### src/rtl/mcrm_pkg.sv
// Constants, types and grid functions for the marker code rotation match.
// No dependencies.
package mcrm_pkg;

	localparam int GRID_SIDE = 4;
	localparam int CELLS     = GRID_SIDE * GRID_SIDE;
	localparam int FIELD_W   = 16;
	localparam int NUM_ROT   = 4;
	localparam int ROT_W     = 2;
	localparam int CNT_W     = $clog2(GRID_SIDE + 1);
	localparam int SCORE_W   = $clog2(CELLS + 1);
	localparam int DIST_W    = 5;
	localparam int DIST_MAX  = 31;
	localparam int OUT_W     = ((DIST_W + ROT_W + 7) / 8) * 8;
	localparam int OUT_PAD_W = OUT_W - DIST_W - ROT_W;
	localparam logic [FIELD_W-1:0] TEMPLATE_RST = 16'hF9BF;

	typedef logic [CELLS-1:0] grid_t;
	typedef logic [CNT_W-1:0] cnt_t;
	typedef logic [SCORE_W-1:0] score_t;
	typedef logic [NUM_ROT-1:0][1:0][GRID_SIDE-1:0][GRID_SIDE-1:0][CNT_W-1:0] mis_t;
	typedef logic [NUM_ROT-1:0][1:0][GRID_SIDE-1:0][CNT_W-1:0] best_t;
	typedef logic [NUM_ROT-1:0][SCORE_W-1:0] dist_t;

	function automatic grid_t to_grid(logic [FIELD_W-1:0] f);
		grid_t g;
		g = '0;
		for (int i = 0; i < CELLS; i++) begin
			if (i < FIELD_W) begin
				g[i] = f[i];
			end
		end
		return g;
	endfunction

	function automatic grid_t rot_ccw(grid_t g);
		grid_t r;
		r = '0;
		for (int i = 0; i < GRID_SIDE; i++) begin
			for (int j = 0; j < GRID_SIDE; j++) begin
				r[i*GRID_SIDE + j] = g[(GRID_SIDE-1-j)*GRID_SIDE + i];
			end
		end
		return r;
	endfunction

	function automatic cnt_t mis_count(grid_t a, grid_t b, logic tr, int y, int p);
		cnt_t s;
		logic av;
		logic bv;
		s = '0;
		for (int x = 0; x < GRID_SIDE; x++) begin
			av = tr ? a[x*GRID_SIDE + y] : a[y*GRID_SIDE + x];
			bv = tr ? b[x*GRID_SIDE + p] : b[p*GRID_SIDE + x];
			s = s + cnt_t'(av ^ bv);
		end
		return s;
	endfunction

	function automatic logic [DIST_W-1:0] sat_dist(score_t v);
		logic [DIST_W-1:0] r;
		if (32'(v) > DIST_MAX) begin
			r = DIST_W'(DIST_MAX);
		end else begin
			r = DIST_W'(v);
		end
		return r;
	endfunction

endpackage

### src/rtl/mcrm_mismatch.sv
// Stage 1: rotates the grid four ways and counts mismatches of every line pair.
// Depends on mcrm_pkg.
module mcrm_mismatch import mcrm_pkg::*; (
	input  logic               clk,
	input  logic               arst_n,
	input  logic               in_valid,
	output logic               in_ready,
	input  logic [FIELD_W-1:0] grid,
	input  logic [FIELD_W-1:0] template_code,
	output logic               out_valid,
	input  logic               out_ready,
	output mis_t               mis
);

	logic  v_s1;
	mis_t  mis_s1;
	mis_t  mis_c;
	grid_t rot_g [NUM_ROT];
	grid_t tmpl_g;

	assign in_ready  = !v_s1 || out_ready;
	assign out_valid = v_s1;
	assign mis       = mis_s1;

	always_comb begin
		tmpl_g   = to_grid(template_code);
		rot_g[0] = to_grid(grid);
		for (int k = 1; k < NUM_ROT; k++) begin
			rot_g[k] = rot_ccw(rot_g[k-1]);
		end
		for (int k = 0; k < NUM_ROT; k++) begin
			for (int t = 0; t < 2; t++) begin
				for (int y = 0; y < GRID_SIDE; y++) begin
					for (int p = 0; p < GRID_SIDE; p++) begin
						mis_c[k][t][y][p] = mis_count(rot_g[k], tmpl_g, t[0], y, p);
					end
				end
			end
		end
	end

	always_ff @(posedge clk or negedge arst_n) begin
		if (!arst_n) begin
			v_s1 <= 1'b0;
		end else if (in_ready) begin
			v_s1 <= in_valid;
		end
	end

	always_ff @(posedge clk) begin
		if (in_ready && in_valid) begin
			mis_s1 <= mis_c;
		end
	end

endmodule

### src/rtl/mcrm_reduce.sv
// Stages 2 and 3: least mismatch per line, then line sums and row/column maximum.
// Depends on mcrm_pkg.
module mcrm_reduce import mcrm_pkg::*; (
	input  logic  clk,
	input  logic  arst_n,
	input  logic  in_valid,
	output logic  in_ready,
	input  mis_t  mis,
	output logic  out_valid,
	input  logic  out_ready,
	output dist_t rot_dist
);

	logic   v_s2;
	logic   v_s3;
	logic   rdy_s3;
	best_t  best_s2;
	best_t  best_c;
	dist_t  dist_s3;
	dist_t  dist_c;
	score_t sum_c [2];

	assign rdy_s3    = !v_s3 || out_ready;
	assign in_ready  = !v_s2 || rdy_s3;
	assign out_valid = v_s3;
	assign rot_dist  = dist_s3;

	always_comb begin
		for (int k = 0; k < NUM_ROT; k++) begin
			for (int t = 0; t < 2; t++) begin
				for (int y = 0; y < GRID_SIDE; y++) begin
					best_c[k][t][y] = mis[k][t][y][0];
					for (int p = 1; p < GRID_SIDE; p++) begin
						if (mis[k][t][y][p] < best_c[k][t][y]) begin
							best_c[k][t][y] = mis[k][t][y][p];
						end
					end
				end
			end
		end
	end

	always_comb begin
		dist_c = '0;
		sum_c[0] = '0;
		sum_c[1] = '0;
		for (int k = 0; k < NUM_ROT; k++) begin
			for (int t = 0; t < 2; t++) begin
				sum_c[t] = '0;
				for (int y = 0; y < GRID_SIDE; y++) begin
					sum_c[t] = sum_c[t] + score_t'(best_s2[k][t][y]);
				end
			end
			dist_c[k] = (sum_c[0] > sum_c[1]) ? sum_c[0] : sum_c[1];
		end
	end

	always_ff @(posedge clk or negedge arst_n) begin
		if (!arst_n) begin
			v_s2 <= 1'b0;
			v_s3 <= 1'b0;
		end else begin
			if (in_ready) begin
				v_s2 <= in_valid;
			end
			if (rdy_s3) begin
				v_s3 <= v_s2;
			end
		end
	end

	always_ff @(posedge clk) begin
		if (in_ready && in_valid) begin
			best_s2 <= best_c;
		end
		if (rdy_s3 && v_s2) begin
			dist_s3 <= dist_c;
		end
	end

endmodule

### src/rtl/mcrm_select.sv
// Stage 4: picks the smallest rotation distance, earliest on tie, into the output register.
// Depends on mcrm_pkg.
module mcrm_select import mcrm_pkg::*; (
	input  logic              clk,
	input  logic              arst_n,
	input  logic              in_valid,
	output logic              in_ready,
	input  dist_t             rot_dist,
	output logic              out_valid,
	input  logic              out_ready,
	output logic [DIST_W-1:0] min_distance,
	output logic [ROT_W-1:0]  best_rotation
);

	logic              v_s4;
	logic [DIST_W-1:0] dist_s4;
	logic [ROT_W-1:0]  rot_s4;
	score_t            best_c;
	logic [ROT_W-1:0]  rot_c;

	assign in_ready      = !v_s4 || out_ready;
	assign out_valid     = v_s4;
	assign min_distance  = dist_s4;
	assign best_rotation = rot_s4;

	always_comb begin
		best_c = rot_dist[0];
		rot_c  = '0;
		for (int k = 1; k < NUM_ROT; k++) begin
			if (rot_dist[k] < best_c) begin
				best_c = rot_dist[k];
				rot_c  = ROT_W'(k);
			end
		end
	end

	always_ff @(posedge clk or negedge arst_n) begin
		if (!arst_n) begin
			v_s4 <= 1'b0;
		end else if (in_ready) begin
			v_s4 <= in_valid;
		end
	end

	always_ff @(posedge clk) begin
		if (in_ready && in_valid) begin
			dist_s4 <= sat_dist(best_c);
			rot_s4  <= rot_c;
		end
	end

endmodule

### src/rtl/marker_code_rotation_match.sv
// Top level of the marker code rotation match: template register and four-stage pipeline.
// Depends on mcrm_pkg, mcrm_mismatch, mcrm_reduce and mcrm_select.
//
// Scores each sampled 4x4 grid against the template grid under four anticlockwise quarter
// turns and returns the smallest distance and the first turn count that reaches it. One item
// is taken every cycle unless back-pressure fills the pipeline; each item passes through the
// four register stages (line mismatch counts, least count per line, line sums with the
// row/column maximum, rotation select into the output register). Each stage holds while
// the next one is full and stalled, so bubbles close up and nothing is dropped. The template
// resets to 0xF9BF and must be written only while the block is idle; the block does not enforce it.
module marker_code_rotation_match import mcrm_pkg::*; (
	input  logic               clk,
	input  logic               arst_n,
	input  logic               s_tvalid,
	output logic               s_tready,
	input  logic [FIELD_W-1:0] s_tdata,   // grid_bits[15:0]
	output logic               m_tvalid,
	input  logic               m_tready,
	output logic [OUT_W-1:0]   m_tdata,   // min_distance[4:0], best_rotation[6:5], zero[7]
	input  logic               cfg_wen,
	input  logic [FIELD_W-1:0] cfg_wdata  // template_code[15:0]
);

	logic [FIELD_W-1:0] template_q;
	logic               v1;
	logic               r2;
	logic               v3;
	logic               r4;
	mis_t               mis;
	dist_t              rot_dist;
	logic [DIST_W-1:0]  min_distance;
	logic [ROT_W-1:0]   best_rotation;

	always_ff @(posedge clk or negedge arst_n) begin
		if (!arst_n) begin
			template_q <= TEMPLATE_RST;
		end else if (cfg_wen) begin
			template_q <= cfg_wdata;
		end
	end

	mcrm_mismatch u_mismatch (
		.clk           (clk),
		.arst_n        (arst_n),
		.in_valid      (s_tvalid),
		.in_ready      (s_tready),
		.grid          (s_tdata),
		.template_code (template_q),
		.out_valid     (v1),
		.out_ready     (r2),
		.mis           (mis)
	);

	mcrm_reduce u_reduce (
		.clk       (clk),
		.arst_n    (arst_n),
		.in_valid  (v1),
		.in_ready  (r2),
		.mis       (mis),
		.out_valid (v3),
		.out_ready (r4),
		.rot_dist  (rot_dist)
	);

	mcrm_select u_select (
		.clk           (clk),
		.arst_n        (arst_n),
		.in_valid      (v3),
		.in_ready      (r4),
		.rot_dist      (rot_dist),
		.out_valid     (m_tvalid),
		.out_ready     (m_tready),
		.min_distance  (min_distance),
		.best_rotation (best_rotation)
	);

	assign m_tdata = {{OUT_PAD_W{1'b0}}, best_rotation, min_distance};

endmodule

### config.mk
export PLATFORM = sky130hd
export DESIGN_NAME = marker_code_rotation_match
export DESIGN_NICKNAME = d
export VERILOG_FILES = /design/src/rtl/mcrm_pkg.sv /design/src/rtl/mcrm_mismatch.sv /design/src/rtl/mcrm_reduce.sv /design/src/rtl/mcrm_select.sv /design/src/rtl/marker_code_rotation_match.sv
export SDC_FILE = /design/constraint.sdc
export NUM_CORES = 2
export LEC_CHECK = 0
export BUFFER_PORTS_ARGS = -buffer_cell sky130_fd_sc_hd__buf_2
export CAP_MARGIN = 40
export CORE_UTILIZATION = 46
export DETAILED_ROUTE_END_ITERATION = 8
export GPL_TIMING_DRIVEN = 0
export MAX_ROUTING_LAYER = met4
export PLACE_DENSITY = 0.74
export SLEW_MARGIN = 20
export SYNTH_ARGS = -nofsm -noshare
export SYNTH_HDL_FRONTEND = slang
export SYNTH_SLANG_ARGS = --single-unit
### constraint.sdc
create_clock -name clk -period 9.7 [get_ports clk]
set_clock_uncertainty 0.05 [all_clocks]
set_input_delay 1.94 -clock clk [delete_from_list [all_inputs] [get_ports clk]]
set_output_delay 1.94 -clock clk [all_outputs]
set_load 0.005 [all_outputs]
==> results.py <==
metrics = {
    "sta": {
        "finalHoldViolCount": 0,
        "setup_viol_count_final": 0,
        "setup_tns_ns": 0,
        "min_period_ns": 5.15,
        "tightestPinTransition_ns": 0.910,
        "rsz0062_at_grt": "no",
        "slew_headroom_pct": 39.3,
        "setup_slack_ns": 4.55,
        "hold_ws_ns": 0.464,
        "clock.fmax_mhz": 194,
        "slew_viol_final": 0,
        "fin_crit_sh_pct": 53.1,
    },
    "logic_synthesis": {
        "synthSimpleGateAreaFrac_pct": 4.11,
        "ys_types": 47,
        "synth-seq-cells": 527,
        "ys.flop_type": "edfxtp_1",
        "yosysSeqAreaShare_pct": 41.5,
        "synthAdderAreaFrac_pct": 28.4,
        "synthXorXnorAreaFrac_pct": 5.54,
        "synth_edf_count": 507,
        "synth_top_family_by_area": "adder cells",
        "synth.avg_cell_area_sq_um": 11.6,
        "synthArstFlopShare_pct": 3.80,
        "ys_warn_count": 0,
        "synth_compound_area_share_pct": 7.56,
        "syn_area_sq_um": 37900,
        "synthMuxAreaShare_pct": 5.00,
        "syn_inst": 3267,
        "synth.net_count": 4064,
    },
    "power_and_ir_drop": {
        "pwr_density_cell_nw_per_um2": 338,
        "ir_drop_mv": 0.287,
        "p_leak_nw": 19.4,
    },
    "global_routing": {
        "grt_pass1_vias": 24100,
        "grt_max_degree": 56,
        "grt_pass1_wl_mm": 141,
        "grt_usage_pct": 23.7,
        "grt_overflow": 0,
        "antenna_found_initial": 4,
    },
    "clocking": {
        "cts_setup_buffers": 0,
        "cts_tree": "done",
        "cts.sink_count": 527,
        "cts_resized": 0,
        "clockRootBuffer": "clkbuf_16",
        "htree_levels": 2,
        "hold_buffers": 0,
        "numCtsBuffers": 59,
        "clk-insertion-delay-late_ns": 0.64,
        "clk_pin_slew_ns": 0.06,
        "cts_buffer_depth": 3,
    },
    "routing": {
        "drcViolationCount": 0,
        "drt_iter0_markers": 2119,
        "dr.pass1.iters": 7,
        "wl_per_cell_microns": 21.0,
        "vias": 24000,
        "drtAntennaViolNets": 0,
        "drt_wl_total_mm": 94.2,
        "avgViaCountPerCell": 5.34,
    },
    "worst_setup_path": {
        "crit_chain": "ha_1, nand2_1, o21a_1, o21ai_2, mux2i_1, ha_1, a21o_1, a311oi_1, a21oi_2, mux2i_1, inv_1, ha_1, a21oi_1, nor2b_1, o21a_1, o41a_4, mux2_4",
        "path_class": "reg2reg",
        "critical_path.max_fanout": 6,
        "crit_slowest_cell": "mux2i_1",
        "crit_family": "compound AO/OA/AOI/OAI gates",
        "worstPathRequired_ns": 10.02,
        "setup.worst_path.end_class": "register",
        "crit_path_max_incr_delay_ns": 0.56,
        "startpoint_type": "register",
        "path_buf_inv": 1,
        "path_common_cell": "ha_1",
        "arrival_ns": 5.47,
    },
    "floorplan": {
        "start_util_pct": 46.8,
        "fp.dieH_microns": 289,
        "placementRows": 104,
        "ios": 47,
        "core-area_sq_um": 81100,
        "fp.dieW_microns": 289,
        "fp.dieArea_sq_um": 83600,
    },
    "layout": {
        "fin_area_sq_um": 41600,
        "drive_above_1_share_pct": 8.56,
        "final_cell_mix": "inv_1 (731), ha_1 (592), edfxtp_1 (507), xor2_1 (176), fa_1 (168)",
        "fillers": 6890,
        "final_common_cell": "inv_1",
        "final_nets": 4186,
        "area_growth_syn_to_layout_pct": 9.66,
    },
    "outcome": {
        "outcome": "complete, no violations",
    },
    "placed_design": {
        "dpl_worst_slack_ns": 4.44,
        "io_buffers": 36,
        "placed_area_sq_um": 39800,
        "dp_hpwl_mm": 77.4,
        "finalWeightedCongestion": 1.03,
    },
    "min_path": {
        "hp-class": "reg2reg",
    },
    "job": {
        "drv_cap": 0,
    },
}
[power breakdown]
part	switching, mW	total, mW	internal, mW
registers	0.345	4.01	3.66
clock network	0.915	2.08	1.17
logic	4.40	7.98	3.58
[final timing paths]
check / start / slack, ns / end / cells past startpoint
max: u_reduce.rot_dist[7] / 4.55 / u_select.min_distance[2] / 17
max reg2reg: u_reduce.rot_dist[7] / 4.55 / u_select.min_distance[2] / 17
max in group asynchronous: arst_n / 7.87 / template_q[6] / 1
min: u_mismatch.out_valid / 0.46 / u_reduce.v_s2 / 1
min in group asynchronous: arst_n / 1.29 / u_reduce.out_valid / 1
min reg2reg: u_mismatch.out_valid / 0.46 / u_reduce.v_s2 / 1
[area by class of cell]
class | count | area, sq um | area share [%]
Buffer | 60 | 249 | 0.599
Inverter | 731 | 2740 | 6.60
Clock inverter | 30 | 214 | 0.514
Tap cell | 1060 | 1330 | 3.19
Multi-Input combinational cell | 1949 | 19200 | 46.2
Antenna cell | 1 | 2.50 | 0.00602
Clock buffer | 77 | 1540 | 3.71
Timing Repair Buffer | 61 | 572 | 1.37
Sequential cell | 527 | 15700 | 37.8
[layer usage]
layer | vias to the layer above | routed length, microns | track usage [%] | share of wire, %
met1 | 11500 | 39200 | 30.1 | 42
met5 | - | 0 | - | 0
li1 | 11300 | - | - | -
met3 | 235 | 8180 | 4.84 | 8.7
met4 | 0 | 4870 | 11.3 | 5.2
met2 | 923 | 41900 | 36.2 | 44
[kinds of logic (layout without fill, tap and decap cells)]
| logic type | count (synthesis) | count (layout) |
|---|---|---|
| AOI/OAI and AO/OA | 447 | 447 |
| xor gates and xnor gates | 240 | 240 |
| adders and majority gates | 760 | 760 |
| buffers and inverters | 791 | 959 |
| DFF | 527 | 527 |
| muxes | 177 | 177 |
| other | 1 | 2 |
| and+or+nand+nor | 324 | 324 |
[synth_stat cells (2+ instances only)]
library cell / instances / area [sq um]
a211o_1: 5 / 43.8
a211oi_1: 32 / 240
a21boi_0: 2 / 15.0
a21o_1: 58 / 435
a21oi_1: 157 / 786
a21oi_2: 2 / 17.5
a22oi_2: 3 / 37.5
and2_1: 3 / 18.8
and4_1: 3 / 26.3
buf_1: 18 / 67.6
buf_2: 16 / 80.1
clkbuf_1: 25 / 93.8
dfrtp_1: 7 / 175
dfstp_2: 13 / 342
edfxtp_1: 507 / 15200
fa_1: 168 / 3360
ha_1: 592 / 7410
inv_1: 731 / 2740
mux2_2: 84 / 946
mux2_4: 4 / 60.1
mux2i_1: 89 / 891
nand2_1: 69 / 259
nand2b_1: 37 / 231
nand3_1: 2 / 10.0
nand4_1: 3 / 18.8
nor2_1: 101 / 379
nor2b_1: 40 / 250
nor3_1: 38 / 190
o21a_1: 9 / 67.6
o21ai_0: 75 / 375
o22ai_1: 32 / 200
o311ai_0: 32 / 280
o31a_1: 32 / 280
or2_2: 23 / 144
or3_1: 5 / 31.3
xnor2_1: 64 / 561
xor2_1: 176 / 1540
[flip-flops by register name, indices dropped and copies added, names as in the netlist, 2 cells and up]
| name | flops |
|---|---|
| u_mismatch.mis | 384 |
| u_reduce.best_s2 | 96 |
| u_reduce.rot_dist | 20 |
| template_q | 16 |
| u_select.min_distance | 5 |
| u_select.best_rotation | 2 |
[stage by stage]
stage               instances  util, %  power (mW)
floorplan                3267        -        9.69
global placement         4363     48.7        11.7
detailed placement       4383     49.1        12.0
global route             4495     51.3        15.3
CTS                      4490     51.3        14.2
finish                   4496     51.3        14.1
[worst reg2reg max path: cells and delay by family (launching register included)]
| kind | cells | cell delay [ns] |
|---|---|---|
| AOI/OAI and AO/OA | 8 | 2.17 |
| buffers and inverters | 1 | 0.07 |
| DFF | 1 | 0.39 |
| adders and majority gates | 3 | 0.95 |
| muxes | 3 | 1.13 |
| and+or+nand+nor | 2 | 0.14 |
No activity file was read; power rests on OpenSTA's default activity.
